<file path="src/rtl/core/pbwt_pkg.sv">
package pbwt_pkg;

    localparam int MAX_VARINT_BYTES = 10;
    localparam int LENGTH_BITS      = 32;

    localparam int FIELD_W = 29;
    localparam int WIRE_W  = 3;
    localparam int VALUE_W = 64;
    localparam int SHIFT_W = 4;
    localparam int FIXED_W = 3;

    localparam logic [VALUE_W-1:0] LEN_OVER_MASK =
        ~({VALUE_W{1'b1}} >> (VALUE_W - LENGTH_BITS));

    localparam logic [WIRE_W-1:0] WIRE_VARINT  = 3'd0;
    localparam logic [WIRE_W-1:0] WIRE_FIXED64 = 3'd1;
    localparam logic [WIRE_W-1:0] WIRE_LEN     = 3'd2;
    localparam logic [WIRE_W-1:0] WIRE_FIXED32 = 3'd5;

    typedef enum logic [2:0] {
        TOK_VARINT  = 3'd0,
        TOK_LENGTH  = 3'd1,
        TOK_PAYLOAD = 3'd2,
        TOK_FIXED32 = 3'd3,
        TOK_FIXED64 = 3'd4,
        TOK_ERROR   = 3'd5,
        TOK_END     = 3'd6
    } token_kind_t;

    typedef enum logic [1:0] {
        ERR_NONE      = 2'd0,
        ERR_OVERLONG  = 2'd1,
        ERR_BAD_WIRE  = 2'd2,
        ERR_TRUNCATED = 2'd3
    } error_code_t;

    typedef struct packed {
        token_kind_t          token_kind;
        logic [FIELD_W-1:0]   field_id;
        logic [WIRE_W-1:0]    wire_kind;
        logic [VALUE_W-1:0]   field_value;
        logic [7:0]           payload_byte;
        error_code_t          error_code;
        logic                 ends_message;
    } token_t;

endpackage

</file>
<file path="src/rtl/core/pbwt_if.sv">
interface pbwt_byte_if;
    logic       valid;
    logic       ready;
    logic [7:0] data_byte;
    logic       message_end;

    modport source (output valid, output data_byte, output message_end, input ready);
    modport sink (input valid, input data_byte, input message_end, output ready);
endinterface

interface pbwt_token_if;
    logic        valid;
    logic        ready;
    logic [2:0]  token_kind;
    logic [28:0] field_id;
    logic [2:0]  wire_kind;
    logic [63:0] field_value;
    logic [7:0]  payload_byte;
    logic [1:0]  error_code;
    logic        ends_message;

    modport source (output valid, output token_kind, output field_id, output wire_kind,
                    output field_value, output payload_byte, output error_code,
                    output ends_message, input ready);
    modport sink (input valid, input token_kind, input field_id, input wire_kind,
                  input field_value, input payload_byte, input error_code,
                  input ends_message, output ready);
endinterface

</file>
<file path="src/rtl/core/pbwt_decode.sv">
module pbwt_decode (
    input  logic            clk,
    input  logic            rst_n,
    input  logic            step,
    input  logic [7:0]      data_byte,
    input  logic            message_end,
    output logic            token_valid,
    output pbwt_pkg::token_t token
);
    import pbwt_pkg::*;

    typedef enum logic [2:0] {
        PH_TAG     = 3'd0,
        PH_VARINT  = 3'd1,
        PH_LEN     = 3'd2,
        PH_PAYLOAD = 3'd3,
        PH_FIXED   = 3'd4,
        PH_DISCARD = 3'd5
    } phase_t;

    phase_t                 phase_reg, phase_next;
    logic [VALUE_W-1:0]     acc_reg, acc_next;
    logic [SHIFT_W-1:0]     shift_reg, shift_next;
    logic [FIELD_W-1:0]     field_reg, field_next;
    logic [WIRE_W-1:0]      wire_reg, wire_next;
    logic [LENGTH_BITS-1:0] left_reg, left_next;
    logic [FIXED_W-1:0]     fixed_reg, fixed_next;

    logic [6:0]             vshift;
    logic [VALUE_W-1:0]     vacc;
    logic [SHIFT_W-1:0]     vcount;
    logic                   overlong;
    logic                   more;
    logic [VALUE_W-1:0]     facc;
    logic [FIXED_W:0]       fcount;
    logic [FIXED_W:0]       fneed;
    logic [LENGTH_BITS-1:0] left_dec;

    logic                   err;
    error_code_t            err_code;
    logic                   err_known;

    // varint byte merge
    always_comb
    begin
        vshift = 7'(shift_reg) * 7'd7;
        vacc   = acc_reg;
        if (vshift < 7'd64)
        begin
            vacc = acc_reg | (VALUE_W'(data_byte[6:0]) << vshift[5:0]);
        end
        vcount   = shift_reg + SHIFT_W'(1);
        overlong = data_byte[7] && (32'(vcount) >= MAX_VARINT_BYTES);
        more     = data_byte[7] && !overlong;
    end

    // fixed little-endian merge
    assign facc     = acc_reg | (VALUE_W'(data_byte) << {fixed_reg, 3'b000});
    assign fcount   = {1'b0, fixed_reg} + (FIXED_W + 1)'(1);
    assign fneed    = (wire_reg == WIRE_FIXED64) ? (FIXED_W + 1)'(8) : (FIXED_W + 1)'(4);
    assign left_dec = (left_reg != '0) ? left_reg - LENGTH_BITS'(1) : left_reg;

    always_comb
    begin
        phase_next  = phase_reg;
        acc_next    = acc_reg;
        shift_next  = shift_reg;
        field_next  = field_reg;
        wire_next   = wire_reg;
        left_next   = left_reg;
        fixed_next  = fixed_reg;
        err         = 1'b0;
        err_code    = ERR_NONE;
        err_known   = 1'b1;
        token_valid = 1'b0;
        token       = '0;
        token.field_id     = field_reg;
        token.wire_kind    = wire_reg;
        token.ends_message = message_end;

        case (phase_reg)
            PH_DISCARD:
            begin
                if (message_end)
                begin
                    phase_next  = PH_TAG;
                    acc_next    = '0;
                    shift_next  = '0;
                    fixed_next  = '0;
                    left_next   = '0;
                    token_valid = 1'b1;
                    token.token_kind = TOK_END;
                    token.field_id   = '0;
                    token.wire_kind  = '0;
                end
            end

            PH_VARINT, PH_LEN:
            begin
                acc_next   = vacc;
                shift_next = vcount;
                if (overlong)
                begin
                    err      = 1'b1;
                    err_code = ERR_OVERLONG;
                end
                else if (more)
                begin
                    if (message_end)
                    begin
                        err      = 1'b1;
                        err_code = ERR_TRUNCATED;
                    end
                end
                else if (phase_reg == PH_VARINT)
                begin
                    phase_next  = PH_TAG;
                    acc_next    = '0;
                    shift_next  = '0;
                    fixed_next  = '0;
                    left_next   = '0;
                    token_valid = 1'b1;
                    token.token_kind  = TOK_VARINT;
                    token.field_value = vacc;
                end
                else if ((vacc & LEN_OVER_MASK) != '0)
                begin
                    err      = 1'b1;
                    err_code = ERR_BAD_WIRE;
                end
                else
                begin
                    phase_next = PH_TAG;
                    acc_next   = '0;
                    shift_next = '0;
                    fixed_next = '0;
                    left_next  = '0;
                    if (vacc != '0)
                    begin
                        if (message_end)
                        begin
                            err      = 1'b1;
                            err_code = ERR_TRUNCATED;
                        end
                        else
                        begin
                            phase_next = PH_PAYLOAD;
                            left_next  = vacc[LENGTH_BITS-1:0];
                        end
                    end
                    token_valid = 1'b1;
                    token.token_kind  = TOK_LENGTH;
                    token.field_value = vacc;
                end
            end

            PH_PAYLOAD:
            begin
                if (left_dec == '0)
                begin
                    phase_next = PH_TAG;
                    acc_next   = '0;
                    shift_next = '0;
                    fixed_next = '0;
                    left_next  = '0;
                end
                else
                begin
                    left_next = left_dec;
                    if (message_end)
                    begin
                        err      = 1'b1;
                        err_code = ERR_TRUNCATED;
                    end
                end
                token_valid = 1'b1;
                token.token_kind   = TOK_PAYLOAD;
                token.payload_byte = data_byte;
            end

            PH_FIXED:
            begin
                acc_next   = facc;
                fixed_next = fcount[FIXED_W-1:0];
                if (fcount >= fneed)
                begin
                    phase_next  = PH_TAG;
                    acc_next    = '0;
                    shift_next  = '0;
                    fixed_next  = '0;
                    left_next   = '0;
                    token_valid = 1'b1;
                    token.token_kind  = (wire_reg == WIRE_FIXED64) ? TOK_FIXED64 : TOK_FIXED32;
                    token.field_value = facc;
                end
                else if (message_end)
                begin
                    err      = 1'b1;
                    err_code = ERR_TRUNCATED;
                end
            end

            default:
            begin
                phase_next = PH_TAG;
                acc_next   = vacc;
                shift_next = vcount;
                if (overlong)
                begin
                    err       = 1'b1;
                    err_code  = ERR_OVERLONG;
                    err_known = 1'b0;
                end
                else if (more)
                begin
                    if (message_end)
                    begin
                        err       = 1'b1;
                        err_code  = ERR_TRUNCATED;
                        err_known = 1'b0;
                    end
                end
                else
                begin
                    field_next = vacc[FIELD_W+2:3];
                    wire_next  = vacc[2:0];
                    acc_next   = '0;
                    shift_next = '0;
                    fixed_next = '0;
                    case (vacc[2:0])
                        WIRE_VARINT:  phase_next = PH_VARINT;
                        WIRE_LEN:     phase_next = PH_LEN;
                        WIRE_FIXED64: phase_next = PH_FIXED;
                        WIRE_FIXED32: phase_next = PH_FIXED;
                        default:
                        begin
                            err      = 1'b1;
                            err_code = ERR_BAD_WIRE;
                        end
                    endcase
                    if (!err && message_end)
                    begin
                        err      = 1'b1;
                        err_code = ERR_TRUNCATED;
                    end
                end
            end
        endcase

        if (err)
        begin
            phase_next  = message_end ? PH_TAG : PH_DISCARD;
            acc_next    = '0;
            shift_next  = '0;
            fixed_next  = '0;
            left_next   = '0;
            token_valid = 1'b1;
            token       = '0;
            token.token_kind   = TOK_ERROR;
            token.field_id     = err_known ? field_next : '0;
            token.wire_kind    = err_known ? wire_next : '0;
            token.error_code   = err_code;
            token.ends_message = message_end;
        end
    end

    always_ff @(posedge clk or negedge rst_n)
    begin
        if (!rst_n)
        begin
            phase_reg <= PH_TAG;
            acc_reg   <= '0;
            shift_reg <= '0;
            field_reg <= '0;
            wire_reg  <= '0;
            left_reg  <= '0;
            fixed_reg <= '0;
        end
        else if (step)
        begin
            phase_reg <= phase_next;
            acc_reg   <= acc_next;
            shift_reg <= shift_next;
            field_reg <= field_next;
            wire_reg  <= wire_next;
            left_reg  <= left_next;
            fixed_reg <= fixed_next;
        end
    end

endmodule

</file>
<file path="src/rtl/core/protobuf_wire_tokenizer.sv">
// protocol-buffer wire tokenizer
// byte_stream: one beat per message byte, message_end set on the last byte
// token_stream: zero or one token beat per byte (varint, length header,
//   payload byte, fixed32, fixed64, error, end after discard)
// a byte sits in an input register, is decoded against the field state
//   and lands in the output register, which drives the token beat
// throughput is one byte per cycle while token_stream does not stall;
//   the single decode step between the two registers updates the field
//   state once per byte; bytes that give no token still pass this step,
//   so they also use up a decode step each
// when token_stream stalls, the output register holds its token and the
//   input register holds one more byte; ready drops only when both are full
// reset empties both registers and returns the decoder to a message start
module protobuf_wire_tokenizer (
    input  logic         clk,
    input  logic         rst_n,
    pbwt_byte_if.sink    byte_stream,
    pbwt_token_if.source token_stream
);
    import pbwt_pkg::*;

    logic       stage_valid_reg, stage_valid_next;
    logic [7:0] stage_byte_reg;
    logic       stage_last_reg;
    logic       out_valid_reg, out_valid_next;
    token_t     out_token_reg;

    logic       advance;
    logic       step;
    logic       res_valid;
    token_t     res_token;

    assign advance = !out_valid_reg || token_stream.ready;
    assign step    = stage_valid_reg && advance;
    assign byte_stream.ready = !stage_valid_reg || advance;

    assign stage_valid_next = byte_stream.ready ? byte_stream.valid : stage_valid_reg;
    assign out_valid_next   = advance ? (step && res_valid) : out_valid_reg;

    pbwt_decode u_decode (
        .clk         (clk),
        .rst_n       (rst_n),
        .step        (step),
        .data_byte   (stage_byte_reg),
        .message_end (stage_last_reg),
        .token_valid (res_valid),
        .token       (res_token)
    );

    always_ff @(posedge clk or negedge rst_n)
    begin
        if (!rst_n)
        begin
            stage_valid_reg <= 1'b0;
            out_valid_reg   <= 1'b0;
        end
        else
        begin
            stage_valid_reg <= stage_valid_next;
            out_valid_reg   <= out_valid_next;
        end
    end

    always_ff @(posedge clk)
    begin
        if (byte_stream.valid && byte_stream.ready)
        begin
            stage_byte_reg <= byte_stream.data_byte;
            stage_last_reg <= byte_stream.message_end;
        end
        if (step && res_valid)
        begin
            out_token_reg <= res_token;
        end
    end

    assign token_stream.valid        = out_valid_reg;
    assign token_stream.token_kind   = out_token_reg.token_kind;
    assign token_stream.field_id     = out_token_reg.field_id;
    assign token_stream.wire_kind    = out_token_reg.wire_kind;
    assign token_stream.field_value  = out_token_reg.field_value;
    assign token_stream.payload_byte = out_token_reg.payload_byte;
    assign token_stream.error_code   = out_token_reg.error_code;
    assign token_stream.ends_message = out_token_reg.ends_message;

    a_ready_only_on_stall: assert property (@(posedge clk) disable iff (!rst_n)
        !byte_stream.ready |-> (stage_valid_reg && out_valid_reg && !token_stream.ready))
        else $error("input stalled without a full pipeline");

    a_error_code_kind: assert property (@(posedge clk) disable iff (!rst_n)
        out_valid_reg |-> ((out_token_reg.token_kind == TOK_ERROR)
                           == (out_token_reg.error_code != ERR_NONE)))
        else $error("error code does not match token kind");

    a_end_token_closes: assert property (@(posedge clk) disable iff (!rst_n)
        (out_valid_reg && out_token_reg.token_kind == TOK_END) |->
        (out_token_reg.ends_message && out_token_reg.field_id == '0))
        else $error("end token without message end");

    a_payload_only_kind: assert property (@(posedge clk) disable iff (!rst_n)
        (out_valid_reg && out_token_reg.token_kind != TOK_PAYLOAD) |->
        (out_token_reg.payload_byte == 8'd0))
        else $error("payload byte set on non-payload token");

    a_idle_no_token: assert property (@(posedge clk) disable iff (!rst_n)
        (!stage_valid_reg && token_stream.ready) |=> !out_valid_reg)
        else $error("token appeared without a byte");

endmodule
</file>
<file path="src/flat_wrapper.sv">
// flat-port wrapper written by rule: the top's interface ports become plain ports
module protobuf_wire_tokenizer_flat import pbwt_pkg::*;
  (clk, rst_n, byte_stream_valid, byte_stream_data_byte, byte_stream_message_end, byte_stream_ready, token_stream_valid, token_stream_token_kind, token_stream_field_id, token_stream_wire_kind, token_stream_field_value, token_stream_payload_byte, token_stream_error_code, token_stream_ends_message, token_stream_ready);
  pbwt_byte_if byte_stream_i ();
  pbwt_token_if token_stream_i ();
  input  logic clk;
  input  logic rst_n;
  input wire logic [$bits(byte_stream_i.valid)-1:0] byte_stream_valid;
  input wire logic [$bits(byte_stream_i.data_byte)-1:0] byte_stream_data_byte;
  input wire logic [$bits(byte_stream_i.message_end)-1:0] byte_stream_message_end;
  output wire logic [$bits(byte_stream_i.ready)-1:0] byte_stream_ready;
  output wire logic [$bits(token_stream_i.valid)-1:0] token_stream_valid;
  output wire logic [$bits(token_stream_i.token_kind)-1:0] token_stream_token_kind;
  output wire logic [$bits(token_stream_i.field_id)-1:0] token_stream_field_id;
  output wire logic [$bits(token_stream_i.wire_kind)-1:0] token_stream_wire_kind;
  output wire logic [$bits(token_stream_i.field_value)-1:0] token_stream_field_value;
  output wire logic [$bits(token_stream_i.payload_byte)-1:0] token_stream_payload_byte;
  output wire logic [$bits(token_stream_i.error_code)-1:0] token_stream_error_code;
  output wire logic [$bits(token_stream_i.ends_message)-1:0] token_stream_ends_message;
  input wire logic [$bits(token_stream_i.ready)-1:0] token_stream_ready;
  assign byte_stream_i.valid = byte_stream_valid;
  assign byte_stream_i.data_byte = byte_stream_data_byte;
  assign byte_stream_i.message_end = byte_stream_message_end;
  assign byte_stream_ready = byte_stream_i.ready;
  assign token_stream_valid = token_stream_i.valid;
  assign token_stream_token_kind = token_stream_i.token_kind;
  assign token_stream_field_id = token_stream_i.field_id;
  assign token_stream_wire_kind = token_stream_i.wire_kind;
  assign token_stream_field_value = token_stream_i.field_value;
  assign token_stream_payload_byte = token_stream_i.payload_byte;
  assign token_stream_error_code = token_stream_i.error_code;
  assign token_stream_ends_message = token_stream_i.ends_message;
  assign token_stream_i.ready = token_stream_ready;
  protobuf_wire_tokenizer u_core (.clk(clk), .rst_n(rst_n), .byte_stream(byte_stream_i), .token_stream(token_stream_i));
endmodule
</file>
<file path="config.mk">
export PLATFORM = sky130hd
export DESIGN_NAME = protobuf_wire_tokenizer_flat
export DESIGN_NICKNAME = d
export VERILOG_FILES = /design/src/rtl/core/pbwt_pkg.sv /design/src/rtl/core/pbwt_if.sv /design/src/rtl/core/pbwt_decode.sv /design/src/rtl/core/protobuf_wire_tokenizer.sv /design/src/flat_wrapper.sv
export SDC_FILE = /design/constraint.sdc
export NUM_CORES = 1
export LEC_CHECK = 0
export ABC_AREA = 1
export CORE_MARGIN = 1
export CORE_UTILIZATION = 46
export CTS_BUF_LIST = sky130_fd_sc_hd__clkbuf_4 sky130_fd_sc_hd__clkbuf_8
export DETAILED_ROUTE_END_ITERATION = 6
export DONT_BUFFER_PORTS = 1
export PLACE_DENSITY = 0.63
export SLEW_MARGIN = 20
export SYNTH_ARGS = -nofsm -noshare
export SYNTH_HDL_FRONTEND = slang
export SYNTH_SLANG_ARGS = --single-unit
</file>
<file path="constraint.sdc">
create_clock -name clk -period 6.74 [get_ports clk]
set_input_delay 1.348 -clock clk [delete_from_list [all_inputs] [get_ports clk]]
set_output_delay 1.348 -clock clk [all_outputs]
set_load 0.02 [all_outputs]
</file>
Word level (Yosys, flattened, before mapping)
Cells that the tools add are included.
- reductions and logical operators: 28
- $mul: 1
- shift-type cells: 2
- equal/unequal tests: 17
- muxes and demuxes: 125
- order comparisons: 3
- bitwise logic cells: 3
- add/subtract/negate cells: 3
- operator list (kind ; number):
    64-bit 2-to-1 mux ; 16
    32-bit 2-to-1 mux ; 12
    64-bit one-hot mux with 4 select lines ; 1
    64-bit bitwise OR ; 2
    32-bit one-hot mux with 4 select lines ; 1
    64-bit one-hot mux with 2 select lines ; 1
    64-bit nonzero test ; 2
    29-bit 2-to-1 mux ; 4
    107-bit 2-to-1 mux ; 1
    3-bit 2-to-1 mux ; 25
    7-bit by 6-bit << shifter with 64-bit output ; 1
    8-bit by 6-bit << shifter with 64-bit output ; 1
    4-bit 2-to-1 mux ; 11
    3-bit one-hot mux with 4 select lines ; 3
    35-bit 2-to-1 mux ; 1
    32-bit logical NOT ; 1
    32-bit nonzero test ; 1
    32-bit by 1-bit subtractor with 32-bit output, second input constant ; 1
    1-bit 2-to-1 mux ; 29
    2-bit 2-to-1 mux ; 14
    4-bit one-hot mux with 4 select lines ; 1
    7-bit AND reduction ; 2
    3-bit inequality test, second input constant ; 4
    5-bit by 1-bit inequality test with 1-bit output, second input constant ; 2
    27 further kinds ; 45
- register bits: 259
- output and inout bits: 112
- logic and storage cells: 200
- input port bits: 13

Logic depth before layout (Yosys ltp)
Gate-level depths: netlist (run 1).
- depth after elaboration: 18
- depth in mapped cells: 31
- depth with buffers taken out: 29

Hierarchy
From an unflattened synthesis (run 1), not the netlist that was laid out.
- cell total of the unflattened synthesis: 2363
- area total of the unflattened synthesis: 16876.2 µm²
- modules (own cells, without submodules) (module ; area each (µm²) ; cells an instance ; sequential area each (µm²) ; instances):
    pbwt_decode ; 13196.4 ; 2229 ; 3453.3 ; 1
    protobuf_wire_tokenizer ; 3679.8 ; 134 ; 3623.5 ; 1

Worst setup path after synthesis (run 1)
OpenSTA, ideal clock, no wires.
- kind: register -> register
- start point: reg u_core.u_decode.shift_reg[1]
- end point: reg u_core.out_token_reg, in the netlist u_core.token_stream.ends_message (enable)
- data arrival time: 4905 ps
- slack: 1413 ps
- stages on the path, launching flop included: 25
- setup time: 423 ps
- path buffers: 2
- clock period less this slack: 5327 ps
- required time: 6317 ps
- path through: dfrtp_1 fa_1 ha_1 inv_1 fa_1 xor2_1 inv_2 buf_2 nand4_1 o21ai_0 nor2_1 nand2_1 nor2_1 nand2_1 nor2_1 nand2_1 nand2_1 nand2_1 nand2_1 nand2_2 nand2_4 inv_2 o21ai_2 inv_2 buf_2
- longest elaborated chain between the ends: 18
- elaborated cells between the ends (all ways): 39
- those cells by class: add/sub (1); mul (1); order compare (2); eq/ne (3); shift (1); mux (20); bitwise (1); reduce/logical (10)
- RTL lines (element ; RTL line ; text):
    from (decl) ; pbwt_decode.sv:23 ; logic [SHIFT_W-1:0] shift_reg, shift_next;
    from (signal assigned) ; pbwt_decode.sv:283 ; shift_reg <= shift_next;
    4-bit by 3-bit multiplier with 7-bit output ; pbwt_decode.sv:46 ; vshift = 7'(shift_reg) * 7'd7;
    7-bit by 6-bit << shifter with 64-bit output ; pbwt_decode.sv:50 ; vacc = acc_reg | (VALUE_W'(data_byte[6:0]) << vshift[5:0]);
    64-bit bitwise OR ; pbwt_decode.sv:50 ;
    64-bit 2-to-1 mux ; pbwt_decode.sv:48 ; if (vshift < 7'd64)
    3-bit == test (tied with other cells) ; pbwt_decode.sv:230 ; case (vacc[2:0])
    4-bit OR reduction (no line) ; -- ;
    1-bit 2-to-1 mux ; pbwt_decode.sv:230 ;
    1-bit 2-to-1 mux ; pbwt_decode.sv:214 ; else if (more)
    [... 2 more ...] ; -- ;
    1-bit logical NOT ; pbwt_decode.sv:241 ; if (!err && message_end)
    1-bit logical AND ; pbwt_decode.sv:241 ;
    1-bit 2-to-1 mux ; pbwt_decode.sv:241 ;
    1-bit 2-to-1 mux ; pbwt_decode.sv:214 ;
    1-bit 2-to-1 mux ; pbwt_decode.sv:208 ; if (overlong)
    1-bit one-hot mux with 4 select lines ; pbwt_decode.sv:81 ; case (phase_reg)
    1-bit 2-to-1 mux (*) ; pbwt_decode.sv:250 ; if (err)
    1-bit logical AND (*) ; protobuf_wire_tokenizer.sv:71 ; if (step && res_valid)
    to (signal assigned) ; protobuf_wire_tokenizer.sv:73 ; out_token_reg <= res_token;
    to (decl) ; protobuf_wire_tokenizer.sv:26 ; token_t out_token_reg;
Every way passes the cells marked *; elsewhere a longest branch is shown, timed or not. The select of a mux whose other input is x is not followed.
A chain may end at the register's enable or synchronous reset.

==> results of run 1 <==
## routing by layer
layer	track usage (%)	part of all wire, %	vias up
met4	15.0	4.1	0
met5	0	0	-
met3	9.37	11	164
met2	50.7	42	959
met1	50.9	43	7626
li1	-	-	7471
## area by class of cell
class,instances,area [um2],share of cell area [%]
multi-input cells,1608,7710,43.0
inverters,227,855,4.77
flip-flops and latches,259,7080,39.5
well taps,455,569,3.18
repair buffers,85,726,4.05
clock inverters,23,206,1.15
clock buffers,61,777,4.34
## kinds of logic after synthesis
group / count (synthesis)
simple gates: 1062
compound gates: 520
buf+inv: 353
flops: 259
fa+ha+maj: 16
xor+xnor: 10
## worst max-delay path, stage by stage, from the launching register on
cell,delay [ps]
dfrtp_1,550
fa_1,600
ha_1,170
inv_1,60
fa_1,440
nand3b_1,170
nand2_1,180
inv_2,90
nand2_4,180
inv_2,180
a21oi_1,310
nand2_1,100
nor2_1,350
nand3_1,160
nor2_2,240
nand2_1,110
nand2_1,100
nand2_1,60
nand2_1,90
nand2_2,70
nand2_4,130
inv_2,90
o21ai_2,380
buf_4,270
o32ai_1,90
## through the flow
step,cells,cell area (um2)
after floorplan,2220,16200
after global placement,2634,16900
after detailed placement,2634,16900
after CTS,2718,17900
after global routing,2718,17900
final,2718,17900
## worst min-delay path by stage
stage	from	end	slack [ps]	depth (start not counted)
CTS	rst_n	u_core.u_decode.acc_reg[0]	350	0
global placement	u_core.u_decode.field_reg[27]	u_core.u_decode.field_reg[27]	460	2
global route	rst_n	u_core.u_decode.field_reg[24]	380	0
detailed placement	u_core.u_decode.wire_reg[2]	u_core.u_decode.wire_reg[2]	470	2
floorplan	u_core.stage_last_reg	u_core.token_stream.ends_message	420	0
finish	rst_n	u_core.u_decode.field_reg[3]	400	0
## cell usage in the layout (no fill, tap or decap), types with 20 or more instances in the layout
| cell | synthesis | routed |
|---|---|---|
| nor3_1 | 35 | 34 |
| or2_2 | 20 | 20 |
| a21oi_1 | 113 | 113 |
| nor2_1 | 212 | 208 |
| o22ai_1 | 70 | 70 |
| buf_4 | 9 | 78 |
| nand3_1 | 166 | 166 |
| dfrtp_1 | 140 | 140 |
| o21ai_1 | 103 | 103 |
| nand4_1 | 22 | 22 |
| o21ai_0 | 174 | 173 |
| edfxtp_1 | 119 | 119 |
| inv_1 | 208 | 207 |
| nand2_1 | 578 | 578 |
| clkbuf_8 | 0 | 51 |
==> impl_metrics.yaml, run 1 <==
setup_path:
  worstPathArrival_ps: 5810
  regToRegSetupSlack_ps: 1300
  r2r.worst_path.cells: 24
  worst-path-max-fanout: 22
  path_class: "register to register"
  cp.required_ps: 7110
  crit_end: "u_core.token_stream.field_id[23]"
  end_kind: "register"
  crit_path_start_kind: "register"
  critPathLaunch: "u_core.u_decode.shift_reg[0]"
  worstReg2RegStart: "u_core.u_decode.shift_reg[0]"
  rr_endpoint: "u_core.token_stream.field_id[23]"
placed_design:
  gp_congestion: 1.02
  pre_cts_ws_ps: 1350
  port_buffers: 0
  hpwl_um: 45100
outcome:
  violations: "DRC"
  status: "finished, violations left"
sta:
  holdWs_ps: 398
  max_freq_ghz: 0.184
  relSlewSlack_pct: 33.9
  tightest_slew_ps: 989
  period_minus_slack_ps: 5440
  setup_slack_ps: 1300
  tns_ps: 0
  min_period_over_period_pct: 80.7
  finalClockSkew_ps: 29.1
  drv_slew: 0
  grt_setup_unrepaired: "no"
  hold_viol_final: 0
  finalSetupViolCount: 0
min_path:
  hold_path.class: "primary input to asynchronous set/reset pin"
job:
  maxCapViolCount: 0
yosys:
  synth.area.top_cells: "edfxtp_1 (22%), dfrtp_1 (22%), nand2_1 (13%)"
  avgSynthCellArea_um2: 7.30
  synth_top_family_by_area: "simple AND/OR/NAND/NOR gates"
  synthXorXnorAreaFrac_pct: 0.540
  synthArstFlopShare_pct: 54.1
  synth_mux_area_share_pct: 0
  yosys.area_share.simple_pct: 27.6
  synth_compound_area_share_pct: 17.8
  yosysWarnings: 0
  ys.flop_type: "dfrtp_1"
  synth_seq_area_share_pct: 43.7
  yosysMostFrequentCell: "nand2_1"
  synth_edf_count: 119
  synth_top_cell_by_area: "edfxtp_1"
  synth_nets: 2249
  synth_top_area_share_pct: 22.0
  syn-instance-count: 2220
  synth_seq_cells: 259
  synthTopCellsByCount: "nand2_1 (578), nor2_1 (212), inv_1 (208)"
  syn_area_um2: 16200
  yosysUniqueCellTypes: 48
  synthAdderAreaFrac_pct: 1.42
global_route:
  grt_max_degree: 141
  grt_pass1_vias: 15000
  grt_usage_pct: 35.7
  grt_pass1_wl_um: 95500
  antenna_found_initial: 0
  grt_overflow: 0
route:
  drc_errors: 1
  vias_per_cell: 5.97
  first_pass_iters: 7
  drt-total-wl_um: 63400
  route.vias.total: 16200
  drt_iter0_drc: 1995
  routedWlPerCell_um: 23.3
  ant_nets: 0
cells_and_area:
  nets: 2255
  fillers: 3344
  final_util_pct: 51.7
  area_growth_pct: 10.6
  num_antenna_cells: 0
  drive_gt1_share_pct: 10.1
clock_network:
  hold_buffers: 0
  clk_latency_ps: 650
  clk_pin_slew_worst_paths_ps: 60
  cts_buffer_depth: 3
  cts_setup_buffers: 0
  cts.repair.resized: 0
  numCtsBuffers: 45
  h-tree-depth: 2
  cts_tree: "yes"
  root_buffer: "clkbuf_8"
  clock-sinks: 259
floorplanning:
  start_util_pct: 46.8
  coreArea_um2: 34600
  dieArea_um2: 36000
  die_h_um: 190
  row_count: 68
  ios: 125
  die_x_um: 190
Power of run 1 is not shown: default switching activity piles up to over one toggle a cycle in this logic, so the estimate is an artifact.
==> inputs of run 2 (changes only) <==
--- a/config.mk
+++ b/config.mk
@@ -11,7 +11,7 @@
 export CTS_BUF_LIST = sky130_fd_sc_hd__clkbuf_4 sky130_fd_sc_hd__clkbuf_8
 export DETAILED_ROUTE_END_ITERATION = 6
 export DONT_BUFFER_PORTS = 1
-export PLACE_DENSITY = 0.63
+export PLACE_DENSITY = 0.65
 export SLEW_MARGIN = 20
 export SYNTH_ARGS = -nofsm -noshare
 export SYNTH_HDL_FRONTEND = slang
==> constraint.sdc (replaced) <==
create_clock -name clk -period 4.95 [get_ports clk]
set_input_delay 0.99 -clock clk [delete_from_list [all_inputs] [get_ports clk]]
set_output_delay 0.99 -clock clk [all_outputs]
set_load 0.02 [all_outputs]
==> run 2 against run 1 <==
- the flow now finishes without violations
- sequential cell count unchanged
- first-iteration DRC count increased by 14%
- routed wire length decreased by 0.79%
- setup slack got worse by 1100 ps
- critical path depth decreased by 2
- global-route usage decreased by 0.69 points
- final cell count increased by 1.0%
- via count increased by 1.3%
- non-clock buffer count increased by 24
- fmax increased by 15%
- register-to-register slack got worse by 1100 ps
- critical endpoint is now u_core.token_stream.field_value[51]
==> impl_metrics.yaml, run 2 (synthesis gave the netlist of run 1 again) <==
outcome:
  status: "completed"
setup_path:
  path_class: "register to register"
  cp.required_ps: 5470
  worstPathArrival_ps: 5260
  end_kind: "register"
  worst-path-max-fanout: 12
  crit_path_start_kind: "register"
  r2r.worst_path.cells: 22
floorplanning:
  die_x_um: 190
  coreArea_um2: 34600
  die_h_um: 190
  dieArea_um2: 36000
  ios: 125
  row_count: 68
  start_util_pct: 46.8
placed_design:
  port_buffers: 0
  dp_cells: 2656
  hpwl_um: 45000
  gp_congestion: 1.01
  pre_cts_ws_ps: 21.9
power:
  leakagePower_nw: 8.04
  intPower_mw: 7.34
  p_comb_share_pct: 60.1
  seqPwrFrac_pct: 25.8
  net-switching-power_mw: 8.72
  p_per_area_nw_per_um2: 879
  vdd_drop_max_uv: 455
  clockPowerShare_pct: 14.0
  switching_share_pct: 54.3
global_route:
  grt_pass1_wl_um: 94000
  grt_usage_pct: 35.0
  grt_pass1_vias: 15000
  antenna_found_initial: 2
  grt_overflow: 0
  grt_max_degree: 141
route:
  route.vias.total: 16400
  vias_per_cell: 5.98
  drt_iter0_drc: 2280
  routedWlPerCell_um: 22.9
  drc_errors: 0
  ant_nets: 0
  drt-total-wl_um: 62900
  first_pass_iters: 7
clock_network:
  clk_latency_ps: 670
  root_buffer: "clkbuf_8"
  clk_pin_slew_worst_paths_ps: 70
  cts_buffer_depth: 3
  numCtsBuffers: 47
  cts_tree: "yes"
  clock-sinks: 259
  h-tree-depth: 2
sta:
  tightest_slew_ps: 930
  drv_slew: 0
  finalClockSkew_ps: 28.4
  relSlewSlack_pct: 37.5
  max_freq_ghz: 0.211
  setup_slack_ps: 214
  hold_viol_final: 0
  finalSetupViolCount: 0
  min_period_over_period_pct: 95.7
  holdWs_ps: 27.2
  tns_ps: 0
  period_minus_slack_ps: 4740
cells_and_area:
  fillers: 3338
  nets: 2281
  area_growth_pct: 12.8
  num_antenna_cells: 0
  layout_common_cells: "nand2_1 (573), inv_1 (208), nor2_1 (200)"
  final_util_pct: 52.8
  final_common_cell: "nand2_1"
  final_cells: 2746
  drive_gt1_share_pct: 12.3
job:
  maxCapViolCount: 0
min_path:
  hold_path.class: "primary input to asynchronous set/reset pin"
[run 2: cell count changes in the layout (fill, tap and decap cells not counted), moves of 5 or more]
cell      previous run  this run
buf_4               78        97
nor2_1             208       200
a21oi_2              0         5
a21oi_1            113       108
nor2_2              10        15
clkbuf_4            10        23
nand2_2              6        11
nand2_1            578       573
clkinv_1            13         8
[run 2: final timing paths]
kind | startpoint | endpoint | slack [ps]
worst max-delay path | u_core.u_decode.shift_reg[0] | u_core.token_stream.field_value[51] | 210
worst min-delay path | rst_n | u_core.u_decode.field_reg[21] | 30
worst max register to register | u_core.u_decode.shift_reg[0] | u_core.token_stream.field_value[51] | 210
worst min register to register | u_core.u_decode.field_reg[26] | u_core.u_decode.field_reg[26] | 490
max in group asynchronous | rst_n | u_core.u_decode.shift_reg[0] | 4670
min in group clk | token_stream_ready | u_core.token_stream.valid | 410
[run 2: stage by stage]
step	area [um2]	power (mW)
after floorplan	16200	10.1
after global routing	18300	17.0
after detailed placement	17100	13.4
after global placement	17100	13.3
final	18300	16.1
after CTS	18100	15.7
[run 2: power by group through the flow]
stage,combinational [mW],sequential (mW),clock (mW)
after floorplan,6.04,4.02,0
after global placement,9.16,4.16,0
after detailed placement,9.23,4.17,0
after CTS,9.27,4.14,2.27
after global routing,10.4,4.22,2.36
final,9.66,4.15,2.26
[run 2: per-layer routing]
| layer | routed length, um | global-route usage, % |
|---|---|---|
| met5 | 13 | 0 |
| met4 | 2790 | 15.7 |
| met3 | 6520 | 7.18 |
| met2 | 26000 | 49.3 |
| met1 | 27600 | 51.2 |
[run 2: timing repair]
| action | CTS | global route |
|---|---|---|
| hold buffers | 0 | 0 |
| buffers inserted | 0 | 1 |
| gates resized for setup | 0 | 36 |
| setup endpoints to repair | 0 | 290 |
[run 2: area by class of cell]
cell class	count	area (um2)	share of cell area [%]
Clock buffer	72	847	4.63
Sequential cell	259	7080	38.7
Tap cell	455	569	3.11
Timing Repair Buffer	109	956	5.23
Inverter	227	860	4.70
Multi-Input combinational cell	1608	7810	42.7
Clock inverter	16	170	0.931
[run 2: critical path: stages, from the launching register on]
cell,delay [ps]
dfrtp_1,390
fa_1,560
ha_1,180
inv_1,70
fa_2,420
xor2_2,240
inv_4,130
buf_4,180
nand3_1,230
nor2_2,80
nor2_1,190
nand3_1,100
nor2_1,190
nand2_1,90
nor2_2,110
buf_4,130
nor2_1,60
nor2_4,120
buf_4,190
inv_1,70
buf_4,210
o21ai_0,420
buf_4,200
(Power assumes the default switching activity.)
